[src/rtl/core/blhp_pkg.sv]
// Shared types and constants for the BER LDAP message header parser.
package blhp_pkg;

    // Longest request in bytes; longer requests are reported invalid.
    localparam int MAX_REQUEST_BYTES = 65535;
    localparam int CNT_W             = $clog2(MAX_REQUEST_BYTES + 1);
    localparam int LEN_W             = 32;
    localparam int SEQ_END_W         = LEN_W + 1;
    localparam int ID_W              = 32;

    // BER tag and length-form codes.
    localparam logic [7:0] TAG_SEQUENCE    = 8'h30;
    localparam logic [7:0] TAG_INTEGER     = 8'h02;
    localparam logic [7:0] TAG_BIND_REQ    = 8'h60;
    localparam logic [7:0] TAG_SEARCH_REQ  = 8'h63;
    localparam logic [7:0] TAG_UNBIND_REQ  = 8'h42;
    localparam logic [6:0] MAX_LEN_OCTETS  = 7'd4;

    typedef enum logic [3:0] {
        PH_SEQ_TAG  = 4'd0,
        PH_SEQ_LEN  = 4'd1,
        PH_SEQ_MORE = 4'd2,
        PH_INT_TAG  = 4'd3,
        PH_INT_LEN  = 4'd4,
        PH_INT_MORE = 4'd5,
        PH_ID       = 4'd6,
        PH_OP_TAG   = 4'd7,
        PH_DONE     = 4'd8,
        PH_ERROR    = 4'd9
    } phase_t;

    typedef enum logic [1:0] {
        REPLY_NONE   = 2'd0,
        REPLY_BIND   = 2'd1,
        REPLY_SEARCH = 2'd2,
        REPLY_OTHER  = 2'd3
    } reply_class_t;

    // One result beat as it travels from the parser to the output stage.
    typedef struct packed {
        logic             header_ok;
        logic [ID_W-1:0]  message_number;
        logic [7:0]       operation_tag;
        reply_class_t     reply_class;
    } result_t;

endpackage

[src/rtl/core/blhp_parse.sv]
// Parser state registers and the per-byte next-state logic.
module blhp_parse (
    input  logic              clk,
    input  logic              rst_n,
    input  logic              take,
    input  logic [7:0]        data_byte,
    input  logic              final_byte,
    output logic              res_load,
    output blhp_pkg::result_t res
);
    import blhp_pkg::*;

    phase_t                 phase_reg,    phase_next;
    logic [CNT_W-1:0]       cnt_reg,      cnt_next;
    logic                   too_long_reg, too_long_next;
    logic [LEN_W-1:0]       len_reg,      len_next;
    logic [2:0]             len_left_reg, len_left_next;
    logic [SEQ_END_W-1:0]   seq_end_reg,  seq_end_next;
    logic [LEN_W-1:0]       id_left_reg,  id_left_next;
    logic [ID_W-1:0]        id_reg,       id_next;
    logic [7:0]             tag_reg,      tag_next;

    logic                   len_done;
    logic [LEN_W-1:0]       len_val;
    logic                   ok;
    reply_class_t           cls;

    // Next state for one accepted byte.
    always_comb
    begin
        phase_next    = phase_reg;
        cnt_next      = cnt_reg;
        too_long_next = too_long_reg;
        len_next      = len_reg;
        len_left_next = len_left_reg;
        seq_end_next  = seq_end_reg;
        id_left_next  = id_left_reg;
        id_next       = id_reg;
        tag_next      = tag_reg;
        len_done      = 1'b0;
        len_val       = {{(LEN_W-8){1'b0}}, data_byte};

        // The byte counter saturates; reaching the limit marks the request too long.
        if (cnt_reg >= CNT_W'(MAX_REQUEST_BYTES))
        begin
            too_long_next = 1'b1;
        end
        else
        begin
            cnt_next = cnt_reg + 1'b1;
        end

        case (phase_reg)
            PH_SEQ_TAG:
            begin
                phase_next = (data_byte == TAG_SEQUENCE) ? PH_SEQ_LEN : PH_ERROR;
            end
            PH_INT_TAG:
            begin
                phase_next = (data_byte == TAG_INTEGER) ? PH_INT_LEN : PH_ERROR;
            end
            PH_SEQ_LEN, PH_INT_LEN:
            begin
                if (!data_byte[7])
                begin
                    len_next = len_val;
                    len_done = 1'b1;
                end
                else if (data_byte[6:0] == 7'd0 || data_byte[6:0] > MAX_LEN_OCTETS)
                begin
                    phase_next = PH_ERROR;
                end
                else
                begin
                    len_next      = '0;
                    len_left_next = data_byte[2:0];
                    phase_next    = (phase_reg == PH_SEQ_LEN) ? PH_SEQ_MORE : PH_INT_MORE;
                end
            end
            PH_SEQ_MORE, PH_INT_MORE:
            begin
                len_val       = {len_reg[LEN_W-9:0], data_byte};
                len_next      = len_val;
                len_left_next = len_left_reg - 3'd1;
                len_done      = (len_left_next == 3'd0);
            end
            PH_ID:
            begin
                id_next      = {id_reg[ID_W-9:0], data_byte};
                id_left_next = id_left_reg - 1'b1;
                if (id_left_next == '0)
                begin
                    phase_next = PH_OP_TAG;
                end
            end
            PH_OP_TAG:
            begin
                tag_next   = data_byte;
                phase_next = PH_DONE;
            end
            default:
            begin
            end
        endcase

        // A complete length closes either the sequence header or the id header.
        if (len_done)
        begin
            if (phase_reg == PH_SEQ_LEN || phase_reg == PH_SEQ_MORE)
            begin
                seq_end_next = SEQ_END_W'(cnt_next) + SEQ_END_W'(len_val);
                phase_next   = PH_INT_TAG;
            end
            else
            begin
                id_left_next = len_val;
                phase_next   = (len_val == '0) ? PH_OP_TAG : PH_ID;
            end
        end
    end

    // Verdict and reply class on the final byte.
    always_comb
    begin
        ok = (phase_next == PH_DONE) && !too_long_next &&
             (seq_end_next <= SEQ_END_W'(cnt_next));
        if (!ok)
        begin
            cls = REPLY_NONE;
        end
        else if (tag_next == TAG_BIND_REQ)
        begin
            cls = REPLY_BIND;
        end
        else if (tag_next == TAG_SEARCH_REQ)
        begin
            cls = REPLY_SEARCH;
        end
        else if (tag_next == TAG_UNBIND_REQ)
        begin
            cls = REPLY_NONE;
        end
        else
        begin
            cls = REPLY_OTHER;
        end
        res_load           = take && final_byte;
        res.header_ok      = ok;
        res.message_number = ok ? id_next : '0;
        res.operation_tag  = ok ? tag_next : 8'd0;
        res.reply_class    = cls;
    end

    // State registers; the final byte returns the parser to its reset state.
    always_ff @(posedge clk or negedge rst_n)
    begin
        if (!rst_n)
        begin
            phase_reg    <= PH_SEQ_TAG;
            cnt_reg      <= '0;
            too_long_reg <= 1'b0;
            len_reg      <= '0;
            len_left_reg <= '0;
            seq_end_reg  <= '0;
            id_left_reg  <= '0;
            id_reg       <= '0;
            tag_reg      <= '0;
        end
        else if (take)
        begin
            if (final_byte)
            begin
                phase_reg    <= PH_SEQ_TAG;
                cnt_reg      <= '0;
                too_long_reg <= 1'b0;
                len_reg      <= '0;
                len_left_reg <= '0;
                seq_end_reg  <= '0;
                id_left_reg  <= '0;
                id_reg       <= '0;
                tag_reg      <= '0;
            end
            else
            begin
                phase_reg    <= phase_next;
                cnt_reg      <= cnt_next;
                too_long_reg <= too_long_next;
                len_reg      <= len_next;
                len_left_reg <= len_left_next;
                seq_end_reg  <= seq_end_next;
                id_left_reg  <= id_left_next;
                id_reg       <= id_next;
                tag_reg      <= tag_next;
            end
        end
    end

endmodule

[src/rtl/core/blhp_out.sv]
// Result register with valid/ready handshake toward the receiver.
module blhp_out (
    input  logic              clk,
    input  logic              rst_n,
    input  logic              load,
    input  blhp_pkg::result_t res,
    input  logic              out_ready,
    output logic              out_valid,
    output logic              can_take,
    output blhp_pkg::result_t res_q
);
    import blhp_pkg::*;

    logic    valid_reg, valid_next;
    result_t res_reg;

    // The register may be refilled when it is empty or being drained.
    assign can_take = !valid_reg || out_ready;

    always_comb
    begin
        if (load)
        begin
            valid_next = 1'b1;
        end
        else if (out_ready)
        begin
            valid_next = 1'b0;
        end
        else
        begin
            valid_next = valid_reg;
        end
    end

    always_ff @(posedge clk or negedge rst_n)
    begin
        if (!rst_n)
        begin
            valid_reg <= 1'b0;
        end
        else
        begin
            valid_reg <= valid_next;
        end
    end

    // Payload needs no reset; it is qualified by the valid bit.
    always_ff @(posedge clk)
    begin
        if (load)
        begin
            res_reg <= res;
        end
    end

    assign out_valid = valid_reg;
    assign res_q     = res_reg;

endmodule

[src/rtl/core/ber_ldap_header_parser.sv]
// Top level of the BER LDAP message header parser.
//
// The input channel (in_valid/in_ready) carries one request byte per beat,
// with final_byte set on the last byte of a request. The output channel
// (out_valid/out_ready) carries one result beat per request: header_ok,
// message_number, operation_tag and reply_class. Fields other than
// header_ok read as zero when the header is invalid.
// Each byte updates the parser state in the cycle it is accepted; the
// result of a request is presented in the cycle after its final byte.
// Throughput is one byte per cycle while in_ready is high; in_ready stays
// high while the single result register is empty or being drained.
// When the receiver stalls with a result held, in_ready drops and no byte
// is taken until the result beat completes.
// Reset (rst_n, asynchronous, active low) empties the result register and
// returns the parser to expect a sequence tag; after each final byte the
// parser returns to that state by itself.
module ber_ldap_header_parser (
    input  logic        clk,
    input  logic        rst_n,
    input  logic        in_valid,
    output logic        in_ready,
    input  logic [7:0]  data_byte,
    input  logic        final_byte,
    output logic        out_valid,
    input  logic        out_ready,
    output logic        header_ok,
    output logic [31:0] message_number,
    output logic [7:0]  operation_tag,
    output logic [1:0]  reply_class
);
    import blhp_pkg::*;

    logic    take;
    logic    res_load;
    logic    can_take;
    result_t res;
    result_t res_q;

    assign in_ready = can_take;
    assign take     = in_valid && can_take;

    blhp_parse u_parse (
        .clk        (clk),
        .rst_n      (rst_n),
        .take       (take),
        .data_byte  (data_byte),
        .final_byte (final_byte),
        .res_load   (res_load),
        .res        (res)
    );

    blhp_out u_out (
        .clk       (clk),
        .rst_n     (rst_n),
        .load      (res_load),
        .res       (res),
        .out_ready (out_ready),
        .out_valid (out_valid),
        .can_take  (can_take),
        .res_q     (res_q)
    );

    assign header_ok      = res_q.header_ok;
    assign message_number = res_q.message_number;
    assign operation_tag  = res_q.operation_tag;
    assign reply_class    = res_q.reply_class;

endmodule
[config.mk]
export PLATFORM = sky130hd
export DESIGN_NAME = ber_ldap_header_parser
export DESIGN_NICKNAME = d
export VERILOG_FILES = /design/src/rtl/core/blhp_pkg.sv /design/src/rtl/core/blhp_parse.sv /design/src/rtl/core/blhp_out.sv /design/src/rtl/core/ber_ldap_header_parser.sv
export SDC_FILE = /design/constraint.sdc
export NUM_CORES = 1
export LEC_CHECK = 0
export BUFFER_PORTS_ARGS = -buffer_cell sky130_fd_sc_hd__buf_2
export CAP_MARGIN = 25
export CORE_MARGIN = 2
export CORE_UTILIZATION = 42
export CTS_BUF_LIST = sky130_fd_sc_hd__clkbuf_4 sky130_fd_sc_hd__clkbuf_8 sky130_fd_sc_hd__clkbuf_16
export CTS_CLUSTER_DIAMETER = 80
export DETAILED_ROUTE_END_ITERATION = 12
export PLACE_DENSITY = 0.61
export SYNTH_ARGS = -nofsm -noshare
export SYNTH_HDL_FRONTEND = slang
export SYNTH_SLANG_ARGS = --single-unit
[constraint.sdc]
create_clock -name clk -period 15.65 [get_ports clk]
set_input_delay 3.13 -clock clk [delete_from_list [all_inputs] [get_ports clk]]
set_output_delay 3.13 -clock clk [all_outputs]
set_load 0.05 [all_outputs]
==> results of run 1 <==
-- cells by family after synthesis --
| logic type | Yosys count | synth area share, % |
|---|---|---|
| AOI/OAI and AO/OA | 436 | 21.99 |
| xor gates and xnor gates | 47 | 3.335 |
| adders and majority gates | 42 | 4.318 |
| buffers and inverters | 140 | 4.744 |
| DFF | 197 | 41.68 |
| muxes | 46 | 3.730 |
| and+or+nand+nor | 490 | 20.20 |
-- cell type report --
class / instances / area, µm² / area share, %
sequential: 197 / 5145 / 37.99
tap: 384 / 480.5 / 3.547
timing repair buffer: 79 / 456.7 / 3.372
multi-input combinational: 1061 / 6669 / 49.24
clock buffer: 17 / 425.4 / 3.141
inverter: 38 / 142.6 / 1.053
clock inverter: 15 / 225.2 / 1.663
-- power breakdown --
group | internal [mW] | total (mW) | switching [mW] | leakage, nW
registers | 0.601 | 0.702 | 0.100 | 2.52
logic | 0.234 | 0.695 | 0.461 | 2.60
clock network | 0.226 | 0.473 | 0.247 | 0.310
-- layer usage --
| metal | vias to the layer above | wire length (µm) |
|---|---|---|
| li1 | 5108 | - |
| met2 | 340 | 16050 |
| met1 | 5326 | 16380 |
| met4 | 0 | 621 |
| met3 | 47 | 1826 |
| met5 | - | 0 |
-- stage by stage --
step	setup WS, ns	hold WS, ns	cell area (µm²)
2_1_floorplan	8.791	0.4496	12340
3_3_place_gp	7.810	0.4651	12890
3_5_place_dp	7.737	0.4823	12890
4_1_cts	8.173	0.5027	13540
5_1_grt	7.731	0.5285	13540
6_report	8.112	0.5025	13540
-- critical path, cell delays in order --
cell,delay (ns)
buf_2,0.31
ha_1,0.34
a21oi_1,0.20
o21ai_0,0.12
a31oi_1,0.52
nand2_1,0.24
a21o_1,0.23
a21oi_1,0.16
xnor2_1,0.10
nand2_1,0.08
nand2_1,0.06
ha_1,0.18
a21o_1,0.17
a21oi_1,0.17
o21ai_0,0.14
a21oi_1,0.14
o2111ai_1,0.15
nor4b_1,0.52
o2111ai_4,0.21
buf_4,0.36
nor3_2,0.26
-- placed cells by master (no fill, tap or decap), drive strengths merged, types with 28 or more instances in the layout --
cell type	Yosys	final
o21ai	184	184
nor2	62	62
nand2	217	217
nand3	29	29
inv	38	45
mux2i	46	46
xnor2	32	32
ha	41	41
buf	23	79
a22oi	52	52
edfxtp	43	43
nor4	28	28
a21oi	75	75
dfrtp	154	154
nor3	73	73
-- worst max-delay path by stage --
stage                  from         endpoint  slack, ns  depth (start not counted)
2_1_floorplan  data_byte[3]   u_out.res_q[0]       8.79                         20
3_3_place_gp   data_byte[4]  u_out.res_q[27]       7.81                         21
3_5_place_dp   data_byte[4]  u_out.res_q[29]       7.74                         21
4_1_cts        data_byte[4]   u_out.res_q[0]       8.17                         21
5_1_grt        data_byte[6]   u_out.res_q[9]       7.73                         21
6_report       data_byte[6]  u_out.res_q[34]       8.11                         21
-- cell usage after synthesis (3+ instances only) --
library cell / count / area, µm²
nand2_1: 216 / 810.8
nor4_1: 28 / 175.2
nand4_1: 16 / 100.1
ha_1: 41 / 513.0
nand2b_1: 9 / 56.30
xor2_1: 15 / 131.4
or3_1: 5 / 31.28
a21o_1: 12 / 90.09
xnor2_1: 32 / 280.3
o211ai_1: 8 / 60.06
a22o_1: 24 / 210.2
and2_1: 8 / 50.05
nor3_2: 39 / 390.4
nor3_1: 34 / 170.2
o21ai_0: 181 / 905.9
a22oi_1: 52 / 390.4
mux2i_1: 46 / 460.4
o2111ai_1: 5 / 43.79
nand3_1: 29 / 145.1
buf_6: 6 / 67.56
a31oi_1: 15 / 93.84
nor3b_1: 3 / 22.52
nor2_1: 62 / 232.7
nand3b_1: 4 / 30.03
a211oi_1: 4 / 30.03
o22ai_1: 5 / 31.28
a21boi_0: 3 / 22.52
a21oi_1: 73 / 365.4
buf_1: 7 / 26.28
clkbuf_1: 79 / 296.5
a32oi_1: 12 / 105.1
nor4b_1: 3 / 26.28
o31ai_1: 14 / 105.1
inv_1: 38 / 142.6
and3_1: 12 / 75.07
dfrtp_1: 154 / 3854
nor2b_1: 6 / 37.54
or2_2: 3 / 18.77
buf_2: 9 / 45.04
edfxtp_1: 43 / 1291
==> results.md, run 1 <==
- Maximum level of the CTS H-tree: 4
- Iteration-0 DRC count of the detailed router: 1053
- Largest voltage drop on the vdd net: 0.1256 mV
- Number of CTS-inserted buffers: 17
- Critical Path Start Type: input pin
- Kind of critical path: in -> reg
- Number of cells on the worst hold path: 2
- Postcts setup bufs: 0
- Synthesized instance count: 1398
- Synth Net Count: 1453
- Via count of the first global-routing pass: 10130
- Synthesized area divided by synthesized cell count: 8.829 µm²
- Overall power of the completed layout: 1.869 mW
- Area of the placeable core: 0.02886 mm²
- Count of nets after finishing: 1449
- CTS clock-pin slew for the worst setup and hold paths: 0.08 ns
- Routed WL per cell: 19.48 µm
- Clk sink count: 197
- Run status: finished clean
- Post-Syn Area: 0.01234 mm²
- Worst hold path startpoint: u_parse.id_left_reg[13]
- Total routing usage reported by global routing: 22.81%
- Critical Path End Type: flip-flop
- Maximum buffer depth of the clock tree: 2
- Total wire length after detailed routing: 34.88 mm
- Number of max-capacitance violations reported: 0
- P&R area growth vs syn: 9.731%
- Max FFs per register: 43
- Register-to-Register Path Depth: 29
- Met2 GRT Util: 35.96%
- First-pass GRT wire length: 55.90 mm
- Leakage Power: 5.430 nW
- Areal power density over the cells: 138.0 mW/mm²
- Maximum number of pins on one net before global-route repair: 95
- Cell row count: 62
- Grt total ovfl: 0
- Number of synthesized register bits: 197
- Antenna cells: 0
- Biggest fanout along the worst timing path: 43
- Final worst clock skew: 0.01873 ns
- Hold Crit Class: reg -> reg
- Fill cell total of the finished layout: 2800
- I/O pin count: 58
- Count of vias placed by the detailed router: 10820
- Number of gates resized after cts: 0
- Global-route track usage on met3: 3.550%
- Post-route clock period utilization: 48.17%
- Share of the core filled with cells: 46.93%
- Part of the Yosys area used for sequential elements: 41.68%
- Horizontal die dimension: 175.4 µm
- Register-to-register setup slack: 8.69 ns
- Die outline area: 0.03078 mm²
- Number of non-filler instances in the completed layout: 1791
- Number of flops mapped to enable cells by yosys: 43
- Headroom to the max-slew limit: 32.52%
- Ratio of cells with drive above 1 in the final layout: 12.08%
- Peak clock frequency supported by timing: 132.7 MHz
- Placer Congestion: 0.8930
- Arrival @ worst endpoint: 7.84 ns
- Initial antenna violation count: 0
- Beginning of the worst register-to-register path: u_parse.cnt_reg[0]
- Transition time at the pin with the least slew margin: 1.003 ns
- Proportion of register bits with asynchronous set or reset after synthesis: 78.17%
- Number of warnings printed during yosys synthesis: 0
- Count of different cell masters after synthesis: 72
- Met1 capacity usage during global routing: 32.78%
- Minimum period implied by the final worst setup slack: 7.538 ns
- DRC Markers: 0
- Die boundary height: 175.4 µm
- CTS tree: built
- Initial Util: 42.77%
- Most Crowded Layer GR: met2
- Primary flip-flop cell chosen by synthesis mapping: dfrtp_1
- Number of hold-slack violations in the final timing report: 0
- Setup violators final: 0
- Number of buffers inserted by hold repair at cts: 0
- Post-DP HPWL: 23.18 mm
- Average via count per standard cell: 6.042
- Hold worst-path end: u_parse.id_left_reg[13]
- Insertion delay to the later sink of the worst-skew pair: 0.46 ns
- CP required: 15.95 ns
- Reg-to-reg critical path endpoint: u_out.res_q[34]
- ANT nets after route: 0
- IO buf count: 57
- Cell count after placement: 1759
- 1st-pass router iterations: 5
- Unrepaired setup endpoints after global routing: no
- Slew Limit Fails: 0
- Root buffer cell: clkbuf_16
- Final sum of negative setup slack: 0 ns
Note: power is estimated with default switching activity, not from simulation.
==> run 2: changes to the inputs <==
PLACE_DENSITY = 0.63   (was 0.61)
clock period = 6.1 ns   (was 15.65 ns; I/O delays follow)
==> run 2 against run 1 <==
- utilization up 1.3 points
- die area is the same
- first-iteration DRC count rose by 21%
- design area is 2.7% higher
- routed wire length rose by 2.3%
- total power rose to 2.7 times the previous value
- non-clock buffer count up 29
- global-route usage is 0.15 points higher
- flip-flop and latch count stayed put
- clock power rose to 2.6 times the previous value
- largest cell class unchanged
- largest power group is now combinational cells
- highest routed layer unchanged
==> results.md, run 2 (synthesis results as in run 1) <==
- Run status: finished clean
- Headroom to the max-slew limit: 40.84%
- Combinational share of power: 41.9%
- Area of the placeable core: 0.02886 mm²
- Number of hold-slack violations in the final timing report: 0
- Count of nets after finishing: 1478
- Fill cell total of the finished layout: 2776
- First-pass GRT wire length: 56.10 mm
- Die boundary height: 175.4 µm
- Area of the multi-input gates: 0.006729 mm²
- CP required: 6.40 ns
- ANT nets after route: 0
- P&R area growth vs syn: 12.72%
- Kind of critical path: reg -> reg
- Total wire length after detailed routing: 35.69 mm
- Most Crowded Layer GR: met2
- Hold Crit Class: reg -> reg
- Initial antenna violation count: 0
- Critical Path End Type: flip-flop
- CTS clock-pin slew for the worst setup and hold paths: 0.09 ns
- Peak clock frequency supported by timing: 173.4 MHz
- Initial Util: 42.77%
- Portion of total power attributed to the clock network: 24.1%
- Areal power density over the cells: 367.6 mW/mm²
- Sequential power share: 34.0%
- Max FFs per register: 43
- Slew Limit Fails: 0
- Setup violators final: 0
- DRC Markers: 0
- Ratio of cells with drive above 1 in the final layout: 14.69%
- Average via count per standard cell: 6.002
- Cell-internal power: 2.926 mW
- Minimum period implied by the final worst setup slack: 5.767 ns
- Biggest fanout along the worst timing path: 11
- Post-route clock period utilization: 94.54%
- Antenna cells: 0
- IO buf count: 57
- Arrival @ worst endpoint: 6.06 ns
- Maximum number of pins on one net before global-route repair: 74
- Insertion delay to the later sink of the worst-skew pair: 0.45 ns
- 1st-pass router iterations: 6
- Cell row count: 62
- Number of non-filler instances in the completed layout: 1820
- Hold Slack: 0.4910 ns
- Met1 capacity usage during global routing: 32.66%
- Number of CTS-inserted buffers: 17
- Horizontal die dimension: 175.4 µm
- Register area: 0.005145 mm²
- Maximum level of the CTS H-tree: 4
- Root buffer cell: clkbuf_16
- Cell count after placement: 1775
- Iteration-0 DRC count of the detailed router: 1275
- CTS tree: built
- Via count of the first global-routing pass: 10110
- Routed WL per cell: 19.61 µm
- Count of vias placed by the detailed router: 10920
- Number of max-capacitance violations reported: 0
- Leakage Power: 5.615 nW
- Die outline area: 0.03078 mm²
- Highest-count cells in the layout ignoring fill and taps: nand2_1 (215), o21ai_0 (177), dfrtp_1 (154)
- Post-placement setup slack: 0.02808 ns
- Placer Congestion: 0.9661
- Final worst clock skew: 0.01429 ns
- Number of buffers inserted by hold repair at cts: 0
- Grt total ovfl: 0
- Worst path setup slack after routing: 0.3333 ns
- Net switching component of the power: 2.188 mW
- Clk sink count: 197
- Transition time at the pin with the least slew margin: 0.8842 ns
- Critical Path Start Type: flip-flop
- Met2 GRT Util: 34.96%
- Post-DP HPWL: 23.23 mm
- Most common cell after layout, fill and taps aside: nand2_1
- I/O pin count: 58
- Total routing usage reported by global routing: 22.96%
- Switch share: 42.78%
- Final sum of negative setup slack: 0 ns
- Largest voltage drop on the vdd net: 0.2016 mV
- Global-route track usage on met3: 5.238%
- Maximum buffer depth of the clock tree: 2
## run 2: worst max-delay path, stage by stage, from the launching register on
cell and delay, ns:
dfrtp_1 0.43, and3_4 0.23, nand3_1 0.11, nor4_2 0.32, buf_4 0.21, nor2_1 0.06
and2_1 0.21, nand3_1 0.14, xor2_2 0.20, inv_1 0.07, ha_2 0.37, nand2_1 0.12
or4_1 0.52, o211ai_1 0.21, xnor2_1 0.15, o21ai_1 0.10, ha_1 0.30, a21o_1 0.16
a21oi_1 0.18, o21ai_0 0.13, a21oi_1 0.18, o2111ai_1 0.17, nor4b_2 0.33, o2111ai_4 0.17
buf_12 0.20, clkbuf_16 0.18, nor3_2 0.17
## run 2: final cells by class
type,instances,area share (%)
multi-input cells,1061,48.36
flip-flops and latches,197,36.98
repair buffers,108,5.459
well taps,384,3.453
clock buffers,17,3.058
clock inverters,15,1.664
inverters,38,1.025
## run 2: final timing paths
path / startpoint / to / slack (ns) / depth (start not counted)
setup reg to reg: u_parse.cnt_reg[6] / u_out.res_q[4] / 0.33 / 26
max in group asynchronous: rst_n / u_parse.len_reg[11] / 4.15 / 2
hold / removal: u_parse.seq_end_reg[0] / u_parse.seq_end_reg[0] / 0.49 / 2
hold reg to reg: u_parse.seq_end_reg[0] / u_parse.seq_end_reg[0] / 0.49 / 2
setup / recovery: u_parse.cnt_reg[6] / u_out.res_q[4] / 0.33 / 26
min in group asynchronous: rst_n / u_parse.cnt_reg[3] / 0.79 / 1
## run 2: layer usage
metal  vias up  wire length [µm]
li1       5151                 -
met1      5326             16220
met2       394             16070
met3        52              2516
met4         0               879
met5         -                 0
## run 2: metrics by stage
stage                     util (%)  power [mW]  area (µm²)
after floorplan                  -       3.143       12340
after global placement       45.14       3.598       13030
after detailed placement     45.14       3.629       13030
after CTS                    47.42       4.866       13680
after global routing         48.21       5.421       13910
final                        48.21       5.114       13910
## run 2: power by group through the flow
stage               combinational [mW]  clock [mW]  sequential [mW]
floorplan                         1.35           0             1.79
global placement                  1.85           0             1.75
detailed placement                1.87           0             1.76
CTS                               1.88        1.26             1.73
global route                      2.35        1.31             1.76
finish                            2.14        1.23             1.74
## run 2: timing repair
action / CTS / global route
resized for setup: 0 / 15
buffers inserted: 0 / 8
setup endpoints to repair: 0 / 43
==> run 3: changes to the inputs <==
PLACE_DENSITY = default   (was 0.63)
PLACE_DENSITY_LB_ADDON = 0.08   (was default)
==> run 3 against run 2 <==
- utilization grew 0.082 points
- clock skew grew 0.0013 ns
- hold slack gained 0.0074 ns
- non-clock buffer count grew 3
- sequential power is essentially flat
- design area grew 0.17%
- register-to-register slack gained 0.04 ns
- total power shrank 1.9%
- critical endpoint unchanged
- largest cell class unchanged
- highest routed layer unchanged
==> results.md, run 3 (synthesis results as in run 1) <==
- Run status: finished clean
- Sum of routed wire segments on met1: 17.70 mm
- Post-DP HPWL: 24.47 mm
- Critical Path Start Type: flip-flop
- Via count of the first global-routing pass: 9971
- Uppermost metal layer occupied by signal nets: met4
- Total routing usage reported by global routing: 23.60%
- Cell-internal power: 2.923 mW
- CTS clock-pin slew for the worst setup and hold paths: 0.07 ns
- Areal power density over the cells: 360.1 mW/mm²
- Final worst clock skew: 0.01559 ns
- Overall power of the completed layout: 5.019 mW
- Slew Limit Fails: 0
- Number of buffers inserted by hold repair at cts: 0
- Horizontal die dimension: 175.4 µm
- Post-route clock period utilization: 93.82%
- Fill cell total of the finished layout: 2778
- First-pass GRT wire length: 57.35 mm
- Highest-count cells in the layout ignoring fill and taps: nand2_1 (215), o21ai_0 (177), dfrtp_1 (153)
- IO buf count: 57
- Buffers & Inverters on Critical Path: 4
- Biggest fanout along the worst timing path: 11
- Final sum of negative setup slack: 0 ns
- 1st-pass router iterations: 5
- Clk sink count: 197
- Maximum number of pins on one net before global-route repair: 75
- Setup violators final: 0
- Critical Path End Type: flip-flop
- Die outline area: 0.03078 mm²
- Detailed-routed wire length on met2: 17.15 mm
- Count of nets after finishing: 1481
- Ratio of cells with drive above 1 in the final layout: 15.57%
- Placer Congestion: 0.8988
- Switch share: 41.76%
- I/O pin count: 58
- Maximum level of the CTS H-tree: 4
- Average via count per standard cell: 5.895
- Cell row count: 62
- Crit path max-delay family: compound AO/OA/AOI/OAI gates
- Count of vias placed by the detailed router: 10750
- Area of the placeable core: 0.02886 mm²
- Crit path max-delay cell type: dfrtp_1
- Iteration-0 DRC count of the detailed router: 1058
- Final design area excluding fillers: 0.01394 mm²
- Total wire length after detailed routing: 37.09 mm
- ANT nets after route: 0
- Headroom to the max-slew limit: 35.10%
- DRC Markers: 0
- Minimum period implied by the final worst setup slack: 5.723 ns
- Hold Crit Class: reg -> reg
- Transition time at the pin with the least slew margin: 0.9736 ns
- Initial antenna violation count: 0
- Routed WL per cell: 20.34 µm
- Arrival @ worst endpoint: 6.00 ns
- Net switching component of the power: 2.096 mW
- Portion of total power attributed to the clock network: 22.8%
- Leakage Power: 5.623 nW
- P&R area growth vs syn: 12.91%
- CTS tree: built
- Antenna cells: 0
- Worst path setup slack after routing: 0.3770 ns
- Max FFs per register: 43
- Peak clock frequency supported by timing: 174.7 MHz
- Insertion delay to the later sink of the worst-skew pair: 0.44 ns
- Root buffer cell: clkbuf_16
- Kind of critical path: reg -> reg
- Post-DP Area: 0.01307 mm²
- Combinational share of power: 42.4%
- Grt total ovfl: 0
- Sequential power share: 34.7%
- Largest voltage drop on the vdd net: 0.2293 mV
- Die boundary height: 175.4 µm
- Initial Util: 42.77%
- Maximum buffer depth of the clock tree: 2
- Post-placement setup slack: 0.02094 ns
- Delay of the slowest cell on the worst path: 0.41 ns
- CP required: 6.38 ns
- Number of CTS-inserted buffers: 17
- Most common cell after layout, fill and taps aside: nand2_1
- Number of hold-slack violations in the final timing report: 0
- Met3 Wirelength: 1.535 mm
- Number of max-capacitance violations reported: 0
run 3: cell type report:
class / instances / area, µm² / area share [%]
multi-input combinational: 1061 / 6807 / 48.84
sequential: 197 / 5146 / 36.92
timing repair buffer: 111 / 778.2 / 5.584
tap: 384 / 480.5 / 3.447
clock buffer: 19 / 440.4 / 3.160
clock inverter: 13 / 142.6 / 1.023
inverter: 38 / 142.6 / 1.023
run 3: power by group through the flow:
stage | Combinational [mW] | Sequential, mW | Clock (mW)
detailed placement | 1.89 | 1.76 | 0
CTS | 1.90 | 1.74 | 1.18
finish | 2.13 | 1.74 | 1.15
floorplan | 1.35 | 1.79 | 0
global route | 2.32 | 1.77 | 1.23
global placement | 1.88 | 1.76 | 0
run 3: timing repair:
action / 4_1_cts / 5_1_grt
gates resized for setup: 1 / 27
buffers inserted: 0 / 6
cloned: 0 / 4
pin swaps: 0 / 10
endpoints found under the setup margin: 42 / 43
run 3: worst paths after layout:
path / endpoint / startpoint / slack, ns / depth (start not counted)
max in group asynchronous: u_parse.cnt_reg[1] / rst_n / 4.05 / 2
worst max register to register: u_out.res_q[4] / u_parse.cnt_reg[5] / 0.38 / 28
min in group asynchronous: u_parse.id_left_reg[26] / rst_n / 0.77 / 1
worst min register to register: u_parse.seq_end_reg[0] / u_parse.seq_end_reg[0] / 0.50 / 2
worst max-delay path: u_out.res_q[4] / u_parse.cnt_reg[5] / 0.38 / 28
worst min-delay path: u_parse.seq_end_reg[0] / u_parse.seq_end_reg[0] / 0.50 / 2
run 3: worst register-to-register path, delay by kind of cell (launching register included):
family	cells	cell delay, ns
AOI/OAI and AO/OA	12	2.02
buffers and inverters	4	0.65
adders and majority gates	2	0.54
xor gates and xnor gates	2	0.37
and+or+nand+nor	8	1.59
DFF	1	0.41
run 3: per-layer routing:
metal  vias to the layer above  track usage (%)
met1                      5253            34.43
li1                       5172                -
met4                         0            6.233
met5                         -                0
met3                        42            2.706
met2                       280            37.29
run 3: metrics by stage:
| stage | utilization, % | std cells | hold slack (ns) |
|---|---|---|---|
| 4_1_cts | 47.34 | 1813 | 0.4966 |
| 2_1_floorplan | - | 1398 | 0.4496 |
| 5_1_grt | 48.30 | 1823 | 0.5209 |
| 3_3_place_gp | 45.30 | 1781 | 0.4709 |
| 3_5_place_dp | 45.30 | 1781 | 0.4761 |
| 6_report | 48.30 | 1823 | 0.4984 |
